--- src/rtl/tdpf_pkg.sv ---
// ----------------------------------------------------------------------------
// tdpf_pkg
// Shared types for the tolerant duplicate point filter: point and result
// payloads, and the sequencer state codes.
// ----------------------------------------------------------------------------
package tdpf_pkg;

    localparam int unsigned COORD_W = 32;
    localparam int unsigned TOL_W   = 31;

    typedef logic signed [COORD_W-1:0] coord_t;
    typedef logic        [TOL_W-1:0]   tol_t;

    typedef struct packed {
        coord_t point_x;
        coord_t point_y;
        coord_t point_z;
        logic   set_end;
    } in_item_t;

    typedef struct packed {
        coord_t out_x;
        coord_t out_y;
        coord_t out_z;
        logic   keep;
        logic   set_done;
        logic   table_overflow;
    } out_item_t;

    typedef enum logic [2:0] {
        ST_IDLE  = 3'b001,
        ST_SCAN  = 3'b010,
        ST_STORE = 3'b100
    } state_t;

endpackage

--- src/rtl/tolerant_duplicate_point_filter.sv ---
// ----------------------------------------------------------------------------
// tolerant_duplicate_point_filter
// Marks each point of a set as kept unless an earlier stored point of the
// same set lies strictly within the tolerance in x and y. Stored points are
// scanned one per cycle through a single compare unit.
// A point is taken only while idle; no new point is accepted until the scan
// of all stored points ends and its result is registered, which also waits
// while an earlier result is still held because m_ready is low.
// The table holds MAX_POINTS entries; once full, further points are not stored.
// Reset clears the point count and the tolerance returns to 66; the table
// contents are left as they are and need no clearing pass.
// ----------------------------------------------------------------------------
module tolerant_duplicate_point_filter
    import tdpf_pkg::*;
#(
    parameter int unsigned MAX_POINTS = 64
) (
    input  logic      aclk,
    input  logic      aresetn,
    input  logic      cfg_wr_en,
    input  tol_t      cfg_wr_data,
    input  logic      s_valid,
    output logic      s_ready,
    input  in_item_t  s_data,
    output logic      m_valid,
    input  logic      m_ready,
    output out_item_t m_data
);

    localparam int unsigned IDX_W = (MAX_POINTS > 1) ? $clog2(MAX_POINTS) : 1;
    localparam int unsigned CNT_W = $clog2(MAX_POINTS + 1);
    localparam logic [CNT_W-1:0] CNT_MAX = CNT_W'(MAX_POINTS);

    logic [2*COORD_W-1:0] mem [MAX_POINTS];

    state_t           state_reg, state_next;
    tol_t             tol_reg;
    in_item_t         item_reg;
    logic [CNT_W-1:0] count_reg, count_next;
    logic [CNT_W-1:0] rd_idx_reg, rd_idx_next;
    logic             cmp_vld_reg, cmp_vld_next;
    logic             match_reg, match_next;
    logic [2*COORD_W-1:0] rd_data_reg;
    logic             out_valid_reg, out_valid_next;
    out_item_t        out_reg;

    logic rd_en;
    logic hit;
    logic store_go;
    logic full;
    logic in_xfer;

    tdpf_match u_match (
        .cur_x     (item_reg.point_x),
        .cur_y     (item_reg.point_y),
        .ref_x     (rd_data_reg[2*COORD_W-1:COORD_W]),
        .ref_y     (rd_data_reg[COORD_W-1:0]),
        .tolerance (tol_reg),
        .hit       (hit)
    );

    assign s_ready  = (state_reg == ST_IDLE);
    assign in_xfer  = s_valid && s_ready;
    assign full     = (count_reg == CNT_MAX);
    assign store_go = (state_reg == ST_STORE) && (!out_valid_reg || m_ready);
    assign m_valid  = out_valid_reg;
    assign m_data   = out_reg;

    always_comb begin
        state_next     = state_reg;
        count_next     = count_reg;
        rd_idx_next    = rd_idx_reg;
        cmp_vld_next   = 1'b0;
        match_next     = match_reg;
        out_valid_next = out_valid_reg;
        rd_en          = 1'b0;

        if (out_valid_reg && m_ready) begin
            out_valid_next = 1'b0;
        end

        case (state_reg)
            ST_IDLE: begin
                if (in_xfer) begin
                    rd_idx_next = '0;
                    match_next  = 1'b0;
                    state_next  = ST_SCAN;
                end
            end
            ST_SCAN: begin
                if (cmp_vld_reg && hit) begin
                    match_next = 1'b1;
                end
                if (rd_idx_reg < count_reg) begin
                    rd_en        = 1'b1;
                    rd_idx_next  = rd_idx_reg + 1'b1;
                    cmp_vld_next = 1'b1;
                end else if (!cmp_vld_reg) begin
                    state_next = ST_STORE;
                end
            end
            ST_STORE: begin
                if (store_go) begin
                    out_valid_next = 1'b1;
                    if (item_reg.set_end) begin
                        count_next = '0;
                    end else if (!full) begin
                        count_next = count_reg + 1'b1;
                    end
                    state_next = ST_IDLE;
                end
            end
            default: begin
                state_next = ST_IDLE;
            end
        endcase
    end

    always_ff @(posedge aclk) begin
        if (!aresetn) begin
            state_reg     <= ST_IDLE;
            tol_reg       <= TOL_W'(66);
            count_reg     <= '0;
            rd_idx_reg    <= '0;
            cmp_vld_reg   <= 1'b0;
            match_reg     <= 1'b0;
            out_valid_reg <= 1'b0;
        end else begin
            state_reg     <= state_next;
            count_reg     <= count_next;
            rd_idx_reg    <= rd_idx_next;
            cmp_vld_reg   <= cmp_vld_next;
            match_reg     <= match_next;
            out_valid_reg <= out_valid_next;
            if (cfg_wr_en) begin
                tol_reg <= cfg_wr_data;
            end
        end
    end

    always_ff @(posedge aclk) begin
        if (in_xfer) begin
            item_reg <= s_data;
        end
        if (store_go) begin
            out_reg.out_x          <= item_reg.point_x;
            out_reg.out_y          <= item_reg.point_y;
            out_reg.out_z          <= item_reg.point_z;
            out_reg.keep           <= !match_reg;
            out_reg.set_done       <= item_reg.set_end;
            out_reg.table_overflow <= full;
        end
    end

    // table: registered read during the scan, write on store when not full
    always_ff @(posedge aclk) begin
        if (rd_en) begin
            rd_data_reg <= mem[rd_idx_reg[IDX_W-1:0]];
        end
        if (store_go && !full) begin
            mem[count_reg[IDX_W-1:0]] <= {item_reg.point_x, item_reg.point_y};
        end
    end

    a_count_bound: assert property (@(posedge aclk) disable iff (!aresetn)
        count_reg <= CNT_MAX)
        else $error("point count exceeds table depth");

    a_scan_bound: assert property (@(posedge aclk) disable iff (!aresetn)
        (state_reg == ST_SCAN) |-> (rd_idx_reg <= count_reg))
        else $error("scan index beyond stored points");

    a_set_clear: assert property (@(posedge aclk) disable iff (!aresetn)
        (store_go && item_reg.set_end) |=> (count_reg == '0))
        else $error("table not cleared after final point of set");

    a_busy_after_transfer: assert property (@(posedge aclk) disable iff (!aresetn)
        in_xfer |=> (state_reg == ST_SCAN && !s_ready))
        else $error("sequencer did not start scan after input transfer");

endmodule

--- src/rtl/tdpf_match.sv ---
// ----------------------------------------------------------------------------
// tdpf_match
// Shared proximity compare: flags a stored point whose x and y both lie
// strictly within the tolerance of the current point.
// ----------------------------------------------------------------------------
module tdpf_match
    import tdpf_pkg::*;
(
    input  coord_t cur_x,
    input  coord_t cur_y,
    input  coord_t ref_x,
    input  coord_t ref_y,
    input  tol_t   tolerance,
    output logic   hit
);

    logic signed [COORD_W:0] dx;
    logic signed [COORD_W:0] dy;
    logic        [COORD_W:0] adx;
    logic        [COORD_W:0] ady;

    always_comb begin
        dx  = {cur_x[COORD_W-1], cur_x} - {ref_x[COORD_W-1], ref_x};
        dy  = {cur_y[COORD_W-1], cur_y} - {ref_y[COORD_W-1], ref_y};
        adx = dx[COORD_W] ? -dx : dx;
        ady = dy[COORD_W] ? -dy : dy;
        hit = (adx < {2'b00, tolerance}) && (ady < {2'b00, tolerance});
    end

endmodule
--- config.mk ---
export PLATFORM = sky130hd
export DESIGN_NAME = tolerant_duplicate_point_filter
export DESIGN_NICKNAME = d
export VERILOG_FILES = /design/src/rtl/tdpf_pkg.sv /design/src/rtl/tolerant_duplicate_point_filter.sv /design/src/rtl/tdpf_match.sv
export SDC_FILE = /design/constraint.sdc
export NUM_CORES = 2
export LEC_CHECK = 0
export BUFFER_PORTS_ARGS = -buffer_cell sky130_fd_sc_hd__buf_2
export CORE_ASPECT_RATIO = 1.25
export CORE_UTILIZATION = 60
export CTS_CLUSTER_DIAMETER = 60
export CTS_CLUSTER_SIZE = 28
export DETAILED_ROUTE_END_ITERATION = 8
export GPL_TIMING_DRIVEN = 1
export PLACE_DENSITY = 0.76
export RECOVER_POWER = 100
export SLEW_MARGIN = 25
export SYNTH_ARGS = -nofsm -noshare
export SYNTH_HDL_FRONTEND = slang
export SYNTH_SLANG_ARGS = --single-unit
--- constraint.sdc ---
create_clock -name aclk -period 9.3 [get_ports aclk]
set_input_delay 0.465 -clock aclk [delete_from_list [all_inputs] [get_ports aclk]]
set_output_delay 0.465 -clock aclk [all_outputs]
set_load 0.03 [all_outputs]
# Word level (Yosys, flattened, before mapping)
# Memories as Yosys holds them, arrays and structs flattened. A register that Yosys moved wholly into a read port is not among the register bits.
# Cells that the tools add are included.
# op_classes
n_addsub	6
n_mul	0
n_div	0
order_cmp	3
n_eq_ne	11
shifts	0
mux	22
bitwise_logic	0
n_reduce_logical	15
# ops
cell	count
$lt 33x31->1	2
$mux 33	2
$neg 33->33	2
$sub 32x32->33	2
$mux 7	4
$add 7x1->7 const B	2
$pmux 7 s2	1
$mux 3	4
$ne 2x2->1 const B	6
$mux 1	9
$pmux 3 s3	1
$reduce_and 3->1	3
$eq 7x7->1 const B	1
$lt 7x7->1	1
$logic_and 1x1->1	6
$reduce_and 4->1	1
$eq 3x1->1 const B	1
$eq 3x2->1 const B	1
$eq 3x3->1 const B	1
$logic_not 1->1	3
$ne 2x1->1 const B	1
$pmux 1 s2	1
$reduce_bool 2->1	1
$logic_or 1x1->1	1
# word_totals
ff_bits	247
latchBits	0
ramBits	4096
mem_bits_ro	0
in_bits	133
wordCells	75
mem_count	1
# mem_list
name	depth	width	read_ports	rd_ports_with_merged_regs	wr	line	source
mem	64	64	1	1	1	tolerant_duplicate_point_filter.sv:34	logic [2*COORD_W-1:0] mem [MAX_POINTS];

# Logic depth before layout (Yosys ltp)
# logic_depth
word_depth	8
depth_mapped	26

# Hierarchy
# Synthesis repeated with hierarchy kept, for this count alone.
# unflattened
cells_unflattened	8402
hier_area_um2	173552.7
# modules_own_cells
module	n_inst	cells_per_inst	area_each_um2	seq_area_each_um2
tolerant_duplicate_point_filter	1	7328	166334.5	131826.4
tdpf_match	1	1074	7218.2	0.0

# Worst setup path before layout
# OpenSTA, ideal clock, no wires.
# synth_path
path_kind	input port to flip-flop
startpoint	input m_ready
endpoint	memory mem[33][0] (netlist bit) (enable)
setup_time_ns	0.487
arrival_time_ns	7.373
setup_slack_ns	1.440
cell_stages	5
n_path_buf	1
path_cell_list	nand2b_1 > and3_1 > clkbuf_1 > nand3_1 > nor2_1
# synth_between
elab_chain_len	5
# synth_rtl
element	line	source
from (decl)	tolerant_duplicate_point_filter.sv:26	input logic m_ready,
$logic_or 1x1->1	tolerant_duplicate_point_filter.sv:65	assign store_go = (state_reg == ST_STORE) && (!out_valid_reg || m_ready);
$logic_and 1x1->1	tolerant_duplicate_point_filter.sv:65	
named net store_go	tolerant_duplicate_point_filter.sv:49	logic store_go;
$logic_and 1x1->1	tolerant_duplicate_point_filter.sv:160	if (store_go && !full) begin
$mux 1	tolerant_duplicate_point_filter.sv:160	
$mux 1 (implied by the code)	tolerant_duplicate_point_filter.sv:161	mem[count_reg[IDX_W-1:0]] <= {item_reg.point_x, item_reg.point_y};
to (decl)	tolerant_duplicate_point_filter.sv:34	
# The timed path passes the listed nets, and every way through them passes these cells.

# Final worst setup path
# layout_path
startpoint	register out_valid_reg, in the netlist m_valid
endpoint	memory mem[0][25] (netlist bit) (enable)
# layout_between
elab_chain_len	6
# layout_rtl
element	line	source
from (decl)	tolerant_duplicate_point_filter.sv:44	logic out_valid_reg, out_valid_next;
from (signal assigned)	tolerant_duplicate_point_filter.sv:134	out_valid_reg <= out_valid_next;
$logic_not 1->1	tolerant_duplicate_point_filter.sv:65	
$logic_or 1x1->1	tolerant_duplicate_point_filter.sv:65	
$logic_and 1x1->1	tolerant_duplicate_point_filter.sv:65	
$logic_and 1x1->1	tolerant_duplicate_point_filter.sv:160	
$mux 1	tolerant_duplicate_point_filter.sv:160	
$mux 1 (implied by the code)	tolerant_duplicate_point_filter.sv:161	
# Every way passes these cells.

==> results.py <==
metrics = {
    "logic_synthesis": {
        "ys_seq_area_frac": 0.7688,
        "async_flop_share": 0,
        "synth-adder-area-share": 0.01008,
        "synth-seq-cells": 4407,
        "synthSimpleGateAreaFrac": 0.01352,
        "yosysUniqueCellTypes": 84,
        "synth_top_family_by_area": "multiplexers",
        "synth_flop_cell": "edfxtp_1",
        "synth-compound-area-share": 0.01298,
        "synth_area_leader_cell": "edfxtp_1",
        "ys_warn_count": 0,
        "synth_nets": 7588,
        "synth.top_cell.area_share": 0.7629,
        "synthTopCellsByArea": "edfxtp_1 76%, mux4_2 18%, ha_1 0.99%, dfxtp_1 0.60%, clkbuf_1 0.54%",
        "synthCells": 7318,
        "avgSynthCellArea_um2": 23.43,
        "synth_edf_count": 4356,
        "syn_area_um2": 171500,
        "synth_xor_area_frac": 0.005874,
        "synthMuxAreaShare": 0.1784,
    },
    "final_layout": {
        "multiInputGateArea_um2": 38020,
        "area_growth_pct": 8.487,
        "fin_cells": 11710,
        "drive_gt1_frac": 0.2429,
        "fillers": 17730,
        "stdcell_area_um2": 186000,
        "largest_register_ffs": 4096,
        "final_net_count": 8087,
        "regArea_um2": 131800,
    },
    "status": {
        "violations": "max-capacitance violations, max-slew violations",
        "status": "finished, violations left",
    },
    "routing": {
        "drtPass1Iterations": 8,
        "wire_per_inst_um": 39.73,
        "route.detailed.drc": 0,
        "routed_via_density": 7.140,
        "drt-initial-drc-count": 12150,
        "routed_wl_mm": 465.3,
        "ant_nets": 0,
        "num_vias": 83620,
        "drt-met1-wl_mm": 152.6,
        "wl_met3_mm": 52.59,
        "routed.top_layer": "met5",
        "dr_wl_met2_mm": 227.5,
    },
    "timing": {
        "relSlewSlack": -2.232,
        "hold_viol_final": 0,
        "hold_slack_ns": 0.06271,
        "setup-tns-final_ns": 0,
        "worst_slew_pin_slew_ns": 4.847,
        "setup_viol": 0,
        "fin_crit_ns": 8.246,
        "min_period_over_period": 0.8867,
        "max_freq_ghz": 0.1213,
        "skew_ns": 0.06542,
        "report.final.slew_viol_count": 6993,
        "rsz0062_at_grt": "false",
    },
    "clock_network": {
        "clk_pin_slew_ns": 0.10,
        "clkSinkCount": 4407,
        "htreeDepth": 4,
        "cts-resized-gates": 0,
        "tritoncts": "done",
        "root_buffer": "clkbuf_16",
        "cts_inserted_buffers": 213,
        "clock_path_buffers": 4,
        "clkLatencyLatePin_ns": 0.96,
    },
    "critical_path": {
        "ff2ff_setup_slack_ns": 1.05,
        "cp-start-kind": "register",
        "path_class": "reg -> reg",
        "cp_top_family": "simple AND/OR/NAND/NOR gates",
        "r2r-end": "mem[0][25]",
        "path_cells": "nand2b_1 -> and3_1 -> and2_0 -> nand3_1 -> nor2_1 -> clkbuf_1",
        "cp_slowest_cell": "clkbuf_1",
        "crit_start": "m_valid",
        "reg2regPathDepth": 6,
        "crit_buf_inv": 1,
        "crit_fanout": 44,
        "cp-end-kind": "register",
        "cp_data_required_time_ns": 9.78,
        "reg2reg_from": "m_valid",
        "cpPeakStageDelay_ns": 2.37,
        "cp.arrival_ns": 8.72,
    },
    "power_and_ir_drop": {
        "seqPwrFrac": 0.637,
        "p_int_mw": 27.50,
        "p_comb_frac": 0.043,
        "power_density_nw_per_um2": 188.2,
        "cellLeakagePower_nw": 55.17,
        "switching_share": 0.2146,
        "p_sw_mw": 7.514,
        "ir_drop_mv": 0.1956,
        "clkPwrFrac": 0.320,
    },
    "hold_path": {
        "hp-class": "in -> reg",
        "hp-start": "m_ready",
        "holdPathEnd": "m_valid",
        "hold_depth": 3,
    },
    "die": {
        "core-area_um2": 284400,
        "die_area_um2": 287900,
        "start_util": 0.6028,
        "ioPinCount": 234,
        "die_w_um": 480.1,
        "rows": 219,
        "die_h_um": 599.7,
    },
    "place": {
        "place_inst": 11230,
        "port_buffers": 233,
        "place_area_um2": 179100,
        "dp_hpwl_mm": 252.1,
        "gp_congestion": 0.9544,
    },
    "run": {
        "cap_violations": 180,
    },
    "global_routing": {
        "track_usage": 0.3272,
        "gr-total-overflow": 0,
        "antenna_found_initial": 17,
        "grt_max_degree": 146,
        "grt_pass1_wl_mm": 642.1,
        "first_global_vias": 82930,
    },
}
==> per-stage QoR <==
| stage | total power [mW] | setup slack, ns | util |
|---|---|---|---|
| after floorplan | 23.59 | 1.440 | - |
| after global placement | 24.09 | 2.669 | 0.6285 |
| after detailed placement | 24.16 | 2.688 | 0.6298 |
| after CTS | 35.04 | 2.588 | 0.6589 |
| after global routing | 35.83 | 1.078 | 0.6539 |
| final | 35.01 | 1.054 | 0.6540 |
==> repair_timing <==
action	CTS	global route
setup buffers	0	0
hold buffers	129	0
hold endpoints to repair	129	0
==> area by class of cell <==
class | count | share of cell area
clock buffer | 242 | 0.02980
multi-input combinational | 2445 | 0.2044
sequential | 4407 | 0.7088
clock inverter | 99 | 0.007749
timing repair buffer | 625 | 0.02136
inverter | 125 | 0.002522
antenna | 12 | 0.0001614
tap | 3757 | 0.02527
==> kinds of logic after synthesis <==
logic type / Yosys count
DFF: 4407
muxes: 1376
and+or+nand+nor: 467
buffers and inverters: 466
AOI/OAI and AO/OA: 350
adders and majority gates: 137
xor gates and xnor gates: 115
==> power groups by stage <==
stage	Sequential, mW	Clock (mW)	Combinational, mW
finish	22.3	11.2	1.52
detailed placement	22.7	0	1.48
floorplan	23.0	0	0.625
global placement	22.7	0	1.42
global route	22.3	11.9	1.65
CTS	22.2	11.3	1.53
==> how the worst max path moves through the flow <==
stage / cells past startpoint / to / slack [ns]
global placement: 21 / match_reg / 2.67
detailed placement: 21 / match_reg / 2.69
finish: 6 / mem[0][25] / 1.05
CTS: 21 / match_reg / 2.59
global route: 5 / mem[32][43] / 1.08
floorplan: 5 / mem[33][0] / 1.44
==> routing by layer <==
metal,track usage,vias to the layer above
li1,-,32030
met1,0.4253,44210
met2,0.5325,6070
met3,0.05621,1297
met4,0.1824,10
met5,0,-
==> placed cells by master, fill, tap and decap left out, drive strengths merged, types with 9 or more instances in the layout <==
cell	Yosys	final
a211oi	12	12
a21o	38	38
a21oi	113	113
a31oi	11	11
and2	12	12
buf	94	191
bufinv	0	13
clkbuf	247	547
clkinv	0	47
dfxtp	51	51
diode	0	12
dlygate4sd3	0	129
edfxtp	4356	4356
ha	135	135
inv	125	156
mux2i	31	31
mux4	1344	1344
nand2	103	103
nand2b	17	17
nand3	36	36
nand4	29	29
nor2	152	152
nor2b	39	39
nor3	25	25
o2111ai	9	9
o211ai	13	13
o21ai	82	82
o31ai	11	11
or3	12	12
xnor2	73	73
xor2	42	42
==> cells in the mapped netlist, drive strengths merged, types with 12 or more instances <==
master	count
nor2	152
buf	94
or3	12
nand3	36
o211ai	13
nand2	103
a211oi	12
dfxtp	51
a21oi	113
mux4	1344
a21o	38
ha	135
inv	125
mux2i	31
and2	12
nand2b	17
nor2b	39
nand4	29
xor2	42
clkbuf	247
nor3	25
edfxtp	4356
o21ai	82
xnor2	73
==> tightest hold or removal path: stages <==
cell and delay (ns):
buf_2 0.07, nand2b_1 0.28, a21boi_0 0.14
Note: power is estimated with default switching activity, not from simulation.
